$ cat src/rtl/core/b64sc_pkg.sv
`timescale 1ns / 1ps
`default_nettype none

package b64sc_pkg;

  // Kind of work handed from front to back
  typedef enum logic [1:0] {
    JOB_ENC,
    JOB_DEC,
    JOB_ERR
  } job_kind_e;

  // One completed group
  typedef struct packed {
    job_kind_e   kind;
    logic [23:0] bits;
    logic [1:0]  nbytes;  // bytes in group (encode) or bytes to emit (decode)
    logic        last;
  } job_t;

  // Front to queue
  typedef struct packed {
    logic valid;
    job_t job;
  } job_push_t;

  // Queue to back
  typedef struct packed {
    logic valid;
    job_t job;
  } job_head_t;

  localparam int unsigned JobQDepth = 2;

  localparam logic [7:0] CH_PAD   = 8'h3D;  // '='
  localparam logic [7:0] CH_PLUS  = 8'h2B;  // '+'
  localparam logic [7:0] CH_SLASH = 8'h2F;  // '/'
  localparam logic [7:0] CH_UP_A  = 8'h41;
  localparam logic [7:0] CH_UP_Z  = 8'h5A;
  localparam logic [7:0] CH_LO_A  = 8'h61;
  localparam logic [7:0] CH_LO_Z  = 8'h7A;
  localparam logic [7:0] CH_D0    = 8'h30;
  localparam logic [7:0] CH_D9    = 8'h39;

  // Character to sextet; anything outside the alphabet gives zero
  function automatic logic [5:0] b64_sextet(input logic [7:0] c);
    logic [7:0] v;
    v = 8'd0;
    if (c >= CH_UP_A && c <= CH_UP_Z) begin
      v = c - CH_UP_A;
    end else if (c >= CH_LO_A && c <= CH_LO_Z) begin
      v = c - 8'd71;
    end else if (c >= CH_D0 && c <= CH_D9) begin
      v = c + 8'd4;
    end else if (c == CH_PLUS) begin
      v = 8'd62;
    end else if (c == CH_SLASH) begin
      v = 8'd63;
    end
    return v[5:0];
  endfunction

  // Sextet to character of the standard alphabet
  function automatic logic [7:0] b64_char(input logic [5:0] s);
    logic [7:0] w;
    logic [7:0] r;
    w = {2'b00, s};
    if (w < 8'd26) begin
      r = w + CH_UP_A;
    end else if (w < 8'd52) begin
      r = w + 8'd71;
    end else if (w < 8'd62) begin
      r = w - 8'd4;
    end else if (w == 8'd62) begin
      r = CH_PLUS;
    end else begin
      r = CH_SLASH;
    end
    return r;
  endfunction

endpackage

`default_nettype wire

$ cat src/rtl/core/b64sc_front.sv
`timescale 1ns / 1ps
`default_nettype none

module b64sc_front import b64sc_pkg::*; (
  input  wire logic       clk_i,
  input  wire logic       rst_ni,
  input  wire logic       mode_we_i,
  input  wire logic       mode_i,
  input  wire logic       accept_i,
  input  wire logic [7:0] data_in_i,
  input  wire logic       in_last_i,
  output job_push_t       push_o
);

  logic        mode_q;
  logic [23:0] bits_q, bits_d;
  logic [1:0]  pos_q, pos_d;
  logic [1:0]  pad_q, pad_d;

  logic [23:0] enc_bits;
  logic [2:0]  enc_pos;
  logic [23:0] dec_bits;
  logic        is_pad;
  logic [1:0]  npads;

  // Gathering arithmetic for both directions
  always_comb begin
    enc_bits = bits_q | ({16'd0, data_in_i} << (5'd16 - {pos_q, 3'b000}));
    enc_pos  = {1'b0, pos_q} + 3'd1;
    dec_bits = {bits_q[17:0], b64_sextet(data_in_i)};
    is_pad   = (data_in_i == CH_PAD);
    npads    = {1'b0, pad_q[1]} + {1'b0, is_pad};
  end

  // Classify the item and build a job when a group closes
  always_comb begin
    bits_d = bits_q;
    pos_d  = pos_q;
    pad_d  = pad_q;
    push_o = '0;
    if (accept_i) begin
      if (!mode_q) begin
        if (enc_pos == 3'd3 || in_last_i) begin
          push_o.valid       = 1'b1;
          push_o.job.kind    = JOB_ENC;
          push_o.job.bits    = enc_bits;
          push_o.job.nbytes  = enc_pos[1:0];
          push_o.job.last    = in_last_i;
          bits_d = '0;
          pos_d  = '0;
          pad_d  = '0;
        end else begin
          bits_d = enc_bits;
          pos_d  = enc_pos[1:0];
        end
      end else if (in_last_i && pos_q != 2'd3) begin
        // short message: single error item
        push_o.valid    = 1'b1;
        push_o.job.kind = JOB_ERR;
        push_o.job.last = 1'b1;
        bits_d = '0;
        pos_d  = '0;
        pad_d  = '0;
      end else if (pos_q != 2'd3) begin
        bits_d = dec_bits;
        pos_d  = pos_q + 2'd1;
        if (pos_q == 2'd2) begin
          pad_d = {is_pad, 1'b0};
        end
      end else begin
        push_o.valid      = 1'b1;
        push_o.job.kind   = JOB_DEC;
        push_o.job.bits   = dec_bits;
        push_o.job.nbytes = in_last_i ? (2'd3 - npads) : 2'd3;
        push_o.job.last   = in_last_i;
        bits_d = '0;
        pos_d  = '0;
        pad_d  = '0;
      end
    end
    // mode write drops a partial group
    if (mode_we_i) begin
      bits_d = '0;
      pos_d  = '0;
      pad_d  = '0;
    end
  end

  always_ff @(posedge clk_i or negedge rst_ni) begin
    if (!rst_ni) begin
      mode_q <= 1'b0;
      bits_q <= '0;
      pos_q  <= '0;
      pad_q  <= '0;
    end else begin
      if (mode_we_i) begin
        mode_q <= mode_i;
      end
      bits_q <= bits_d;
      pos_q  <= pos_d;
      pad_q  <= pad_d;
    end
  end

endmodule

`default_nettype wire

$ cat src/rtl/core/b64sc_jobq.sv
`timescale 1ns / 1ps
`default_nettype none

module b64sc_jobq import b64sc_pkg::*; (
  input  wire logic clk_i,
  input  wire logic rst_ni,
  input  job_push_t push_i,
  input  wire logic pop_i,
  output logic      full_o,
  output job_head_t head_o
);

  localparam int unsigned PtrW = $clog2(JobQDepth);
  localparam int unsigned CntW = $clog2(JobQDepth + 1);

  job_t            mem_q [JobQDepth];
  logic [PtrW-1:0] wr_ptr_q, rd_ptr_q;
  logic [CntW-1:0] cnt_q;
  logic            do_push, do_pop;

  assign full_o       = (cnt_q == CntW'(JobQDepth));
  assign head_o.valid = (cnt_q != '0);
  assign head_o.job   = mem_q[rd_ptr_q];
  assign do_push      = push_i.valid && !full_o;
  assign do_pop       = pop_i && head_o.valid;

  // Entry storage
  always_ff @(posedge clk_i) begin
    if (do_push) begin
      mem_q[wr_ptr_q] <= push_i.job;
    end
  end

  // Pointers and fill count
  always_ff @(posedge clk_i or negedge rst_ni) begin
    if (!rst_ni) begin
      wr_ptr_q <= '0;
      rd_ptr_q <= '0;
      cnt_q    <= '0;
    end else begin
      if (do_push) begin
        wr_ptr_q <= (wr_ptr_q == PtrW'(JobQDepth - 1)) ? '0 : wr_ptr_q + 1'b1;
      end
      if (do_pop) begin
        rd_ptr_q <= (rd_ptr_q == PtrW'(JobQDepth - 1)) ? '0 : rd_ptr_q + 1'b1;
      end
      cnt_q <= cnt_q + CntW'(do_push) - CntW'(do_pop);
    end
  end

endmodule

`default_nettype wire

$ cat src/rtl/core/b64sc_back.sv
`timescale 1ns / 1ps
`default_nettype none

module b64sc_back import b64sc_pkg::*; (
  input  wire logic       clk_i,
  input  wire logic       rst_ni,
  input  job_head_t       head_i,
  output logic            job_done_o,
  input  wire logic       pop_i,
  output logic            empty_o,
  output logic [7:0]      out_value_o,
  output logic            out_last_o,
  output logic            error_o
);

  logic [1:0] k_q;
  logic       out_valid_q;
  logic [7:0] value_q, value_d;
  logic       last_q, last_d;
  logic       err_q;
  logic [1:0] end_k;
  logic       at_end;
  logic       fire;
  logic [5:0] sext;

  assign fire       = head_i.valid && (!out_valid_q || pop_i);
  assign at_end     = (k_q == end_k);
  assign job_done_o = fire && at_end;

  // Pick the result for the current index
  always_comb begin
    sext = head_i.job.bits[5'd18 - 5'(k_q) * 5'd6 +: 6];
    case (head_i.job.kind)
      JOB_ENC: begin
        end_k   = 2'd3;
        value_d = (k_q <= head_i.job.nbytes) ? b64_char(sext) : CH_PAD;
      end
      JOB_DEC: begin
        end_k   = head_i.job.nbytes - 2'd1;
        value_d = head_i.job.bits[5'd16 - {k_q, 3'b000} +: 8];
      end
      default: begin
        end_k   = 2'd0;
        value_d = 8'd0;
      end
    endcase
    last_d = head_i.job.last && at_end;
  end

  // Result payload register
  always_ff @(posedge clk_i) begin
    if (fire) begin
      value_q <= value_d;
      last_q  <= last_d;
      err_q   <= (head_i.job.kind == JOB_ERR);
    end
  end

  // Result index and output valid
  always_ff @(posedge clk_i or negedge rst_ni) begin
    if (!rst_ni) begin
      k_q         <= '0;
      out_valid_q <= 1'b0;
    end else begin
      if (fire) begin
        k_q         <= at_end ? 2'd0 : k_q + 2'd1;
        out_valid_q <= 1'b1;
      end else if (pop_i) begin
        out_valid_q <= 1'b0;
      end
    end
  end

  assign empty_o     = !out_valid_q;
  assign out_value_o = value_q;
  assign out_last_o  = last_q;
  assign error_o     = err_q;

endmodule

`default_nettype wire

$ cat src/rtl/core/base64_stream_codec.sv
// Path: the item closing a group writes a job into the job queue; the back end then
// loads each result into its result register, which drives the output. Throughput: one
// item per cycle in while full is low, one result per cycle out while pop is held; the
// back end's single result register sets the pace: encode input stalls on full, decode
// 1 char/cycle. A two-entry queue lets the front take items while the back drains a group.
// Reset (rst_ni low, async): mode returns to encode, partial group, queue and output clear.
`timescale 1ns / 1ps
`default_nettype none

module base64_stream_codec import b64sc_pkg::*; (
  input  wire logic       clk_i,
  input  wire logic       rst_ni,
  input  wire logic       mode_we_i,
  input  wire logic       mode_i,
  input  wire logic       push,
  output logic            full,
  input  wire logic [7:0] data_in_i,
  input  wire logic       in_last_i,
  output logic            empty,
  input  wire logic       pop,
  output logic [7:0]      out_value_o,
  output logic            out_last_o,
  output logic            error_o
);

  job_push_t job_push;
  job_head_t job_head;
  logic      job_done;
  logic      accept;

  assign accept = push && !full;

  b64sc_front u_front (
    .clk_i     (clk_i),
    .rst_ni    (rst_ni),
    .mode_we_i (mode_we_i),
    .mode_i    (mode_i),
    .accept_i  (accept),
    .data_in_i (data_in_i),
    .in_last_i (in_last_i),
    .push_o    (job_push)
  );

  b64sc_jobq u_jobq (
    .clk_i  (clk_i),
    .rst_ni (rst_ni),
    .push_i (job_push),
    .pop_i  (job_done),
    .full_o (full),
    .head_o (job_head)
  );

  b64sc_back u_back (
    .clk_i       (clk_i),
    .rst_ni      (rst_ni),
    .head_i      (job_head),
    .job_done_o  (job_done),
    .pop_i       (pop),
    .empty_o     (empty),
    .out_value_o (out_value_o),
    .out_last_o  (out_last_o),
    .error_o     (error_o)
  );

endmodule

`default_nettype wire

$ cat config.mk
export PLATFORM = sky130hd
export DESIGN_NAME = base64_stream_codec
export DESIGN_NICKNAME = d
export VERILOG_FILES = /design/src/rtl/core/b64sc_pkg.sv /design/src/rtl/core/b64sc_front.sv /design/src/rtl/core/b64sc_jobq.sv /design/src/rtl/core/b64sc_back.sv /design/src/rtl/core/base64_stream_codec.sv
export SDC_FILE = /design/constraint.sdc
export NUM_CORES = 1
export LEC_CHECK = 0
export BUFFER_PORTS_ARGS = -buffer_cell sky130_fd_sc_hd__buf_4
export CORE_UTILIZATION = 50
export CTS_BUF_LIST = sky130_fd_sc_hd__clkbuf_4 sky130_fd_sc_hd__clkbuf_8
export CTS_CLUSTER_DIAMETER = 100
export DETAILED_ROUTE_END_ITERATION = 12
export PLACE_DENSITY = 0.67
export SLEW_MARGIN = 5
export SYNTH_ARGS = -nofsm -noshare
export SYNTH_HDL_FRONTEND = slang
export SYNTH_SLANG_ARGS = --single-unit
$ cat constraint.sdc
create_clock -name clk_i -period 6 [get_ports clk_i]
set_clock_uncertainty 0.15 [all_clocks]
set_input_delay 1.2 -clock clk_i [delete_from_list [all_inputs] [get_ports clk_i]]
set_output_delay 1.2 -clock clk_i [all_outputs]
set_load 0.1 [all_outputs]
==> metrics <==
Multi-input gate area 3692 µm²; Post-Syn Nets 735; Post-CTS Resized 0; status finished, final reports clean; clk_lat worst skew 0.37 ns; DRC 0; initial antenna violation count 0; number of setup buffers added after CTS 0; Tcrit/Tclk final 0.8014; worst path cell trace inv_1 > ha_1 > buf_4 > mux4_2 > a221oi_2 > a221o_2 > ha_1 > inv_1 > a311o_1 > o32ai_2 > o32a_1 > nor2_1 > a2111oi_0 > o32ai_1; post-synthesis sequential area ratio 0.4212; vias 5516; IO Pins 27; core area 13400 µm²; setup TNS 0 ns; post-synth top area share 0.2947; crit path buf inv count 3; CTS clk-pin slew, worst paths 0.10 ns; RSZ-0062 raised after global routing false; port buffer count 26; DPL Wire Length 12.34 mm; setup violators final 0; Seq cells post-synth 103; combinational power share 0.627; met1 Usage GRT 0.3184; Most Crowded Layer GR met2; Top FF cell, synth edfxtp_1; Routed Antenna Nets 0; CTS Buf Count 9; R2R cell count 14; GR Util All Layers 0.2488; FFs w/ async S/R, synth 0.3398; H-Tree Depth 3; area occupied by registers 2919 µm²; First DRT Iteration DRCs 517; worst-margin pin slew 0.9944 ns; Pleak 2.795 nW; CTS Sinks 103; slew margin rel. 0.3371; Post-Syn Area per Cell 9.983 µm²; EDFF count, synth 68; Clk pwr share 0.100; met2 Usage GRT 0.4180; Initial Util 0.5170; slowest stage delay, CP 0.74 ns; Net Sw Frac 0.4961; P&R area growth vs syn 6.357%; Crit path max-delay family compound AO/OA/AOI/OAI gates; met3 usage 0.03755; max-cap violations 0; Worst setup SP type flip-flop; vias per cell 6.311; grt total ovfl 0; pin count of the biggest net entering global routing 41; FMAX 208.0 MHz; Nets 734; Critical R2R Launch u_back.k_q[1]; ranking of synthesized cells by area edfxtp_1 (29%), dfrtp_1 (13%), nor2_1 (5.9%); CP max-delay cell ha_1; Max Transition Viols Final 0; min Tclk post-route 4.808 ns; final wirelength 17.07 mm; chip height 119.7 µm; Hold Crit Class flip-flop to flip-flop; worst hold endpoint u_back.out_valid_q; Pint 1.997 mW; clock root cell clkbuf_8; CP max FO 20; Placer Congestion 0.9409; DIE AREA 14330 µm²; CP Class flip-flop to flip-flop; leading area contributor after synthesis edfxtp_1; Crit path arrival time 4.77 ns; crit path capture type flip-flop; ant diodes 0; Finished Cell Area 7368 µm²; peak supply drop 0.2391 mV; ratio of cells with drive above 1 in the final layout 0.1418; total number of yosys warnings 0; Crit Reg-Reg Endpoint u_back.out_value_o[4]; worst hold stages 2; Die X-Extent 119.7 µm; Psw 1.966 mW; Cell variety after synth 75; vias in the first global route 5340; R2R Setup Slk 1.19 ns; Worst Hold Launch u_jobq.cnt_q[0]; first-pass GRT wire length 27.81 mm; Seq pwr share 0.273; iteration count of the initial detailed-routing pass 6; PwrDens 537.9 nW/µm²; Worst Path Required 5.97 ns; TritonCTS clock tree yes; Fillers 1191; cells after synthesis 694; mapped cell area 6928 µm²; placed cell area 7196 µm²; row count 42; cts hold-fix bufs 0; Max Root-Sink Buffers 2; routed wire length per instance 19.53 µm; Final Hold Fails 0
## power groups by stage
stage               registers [mW]  logic (mW)  clock network (mW)
finish                        1.08        2.49               0.397
global route                  1.10        2.68               0.433
CTS                           1.08        2.46               0.408
detailed placement            1.09        2.45                   0
global placement              1.09        2.44                   0
floorplan                     1.28        1.76                   0
## layout make-up
type                            count  share of cell area
Inverter                           25             0.01274
Sequential cell                   103              0.3962
Clock buffer                        9             0.01681
Timing Repair Buffer               36             0.03668
Tap cell                          176             0.02989
Multi-Input combinational cell    518              0.5011
Clock inverter                      7            0.006623
## registers in the layout, indices dropped and copies added, names as in the netlist, 2 cells and up
register            count
u_jobq.cnt_q            2
u_jobq.mem_q           58
u_back.out_value_o      8
u_back.k_q              2
u_front.pos_q           2
u_front.bits_q         24
## logic make-up (layout without fill, tap and decap cells)
family                     after synthesis  count (layout)  synth area share
xor gates and xnor gates                 9               9           0.01138
buffers and inverters                   73              77           0.04696
DFF                                    103             103            0.4212
muxes                                   54              54            0.1246
AOI/OAI and AO/OA                      193             193            0.1891
and+or+nand+nor                        236             236            0.1598
adders and majority gates               26              26           0.04696
## synthesized netlist by cell type, types with 9 or more instances
master and instances:
edfxtp_1 68, nand2_1 35, nand3_1 12, nor3_1 25
mux4_2 17, mux2_2 9, inv_1 24, clkbuf_1 33
o21ai_0 33, nand2b_1 10, mux2i_1 21, nor2_1 108
a21oi_1 64, nor2b_1 11, o211ai_1 9, a211oi_1 21
dfrtp_1 35, ha_1 26
## cell usage in the layout, fill, tap and decap left out, types with 3 or more instances in the layout
| cell | count |
|---|---|
| o2111ai_1 | 4 |
| o21ai_0 | 33 |
| a22oi_1 | 6 |
| and2_1 | 6 |
| mux4_2 | 17 |
| o221ai_1 | 4 |
| a21oi_1 | 64 |
| buf_4 | 36 |
| mux4_1 | 6 |
| nor2_1 | 108 |
| nand2b_1 | 10 |
| ha_1 | 26 |
| a211oi_1 | 21 |
| or3_1 | 3 |
| o32ai_1 | 3 |
| nand3_1 | 12 |
| a311oi_1 | 5 |
| o22ai_1 | 8 |
| nor4_1 | 4 |
| nand2_1 | 35 |
| xnor2_1 | 7 |
| inv_1 | 24 |
| o211ai_1 | 9 |
| nor3_1 | 24 |
| nor2b_1 | 10 |
| clkinvlp_4 | 3 |
| and3_1 | 5 |
| a221o_1 | 3 |
| edfxtp_1 | 68 |
| o21a_1 | 3 |
| mux2i_1 | 21 |
| clkbuf_8 | 9 |
| mux2_2 | 9 |
| nor3b_1 | 4 |
| dfrtp_1 | 34 |
## worst min-delay path, stage by stage (launching register included)
cell     delay (ns)
dfrtp_1        0.38
nor2_1         0.05
nand2_1        0.05
## metal layers
metal  routed length [µm]  vias up  share of wire
met2                 8452      200           0.50
li1                     -     2611              -
met4                  460        0          0.027
met1                 7437     2671           0.44
met5                    0        -              0
met3                  718       34          0.042
## worst max path at each step
stage                        startpoint               endpoint  slack, ns  cells after the start
final                     u_back.k_q[1]  u_back.out_value_o[4]       1.19                     14
after global routing      u_back.k_q[1]  u_back.out_value_o[4]       0.92                     13
after CTS                 u_back.k_q[1]  u_back.out_value_o[4]       1.27                     14
after detailed placement  u_back.k_q[1]  u_back.out_value_o[4]       1.29                     14
after global placement    u_back.k_q[1]  u_back.out_value_o[4]       1.44                     15
after floorplan               in_last_i     u_jobq.mem_q[0][0]       1.31                      6
## per-stage QoR
stage | instances | setup WS (ns) | utilization | hold slack, ns | power (mW)
after floorplan | 694 | 1.312 | - | 0.3063 | 3.041
after global placement | 858 | 1.439 | 0.5370 | 0.3205 | 3.534
after detailed placement | 858 | 1.286 | 0.5370 | 0.3386 | 3.548
after CTS | 874 | 1.267 | 0.5499 | 0.3585 | 3.950
after global routing | 874 | 0.9213 | 0.5499 | 0.3892 | 4.214
final | 874 | 1.192 | 0.5499 | 0.3548 | 3.964
Note: power is estimated with default switching activity, not from simulation.
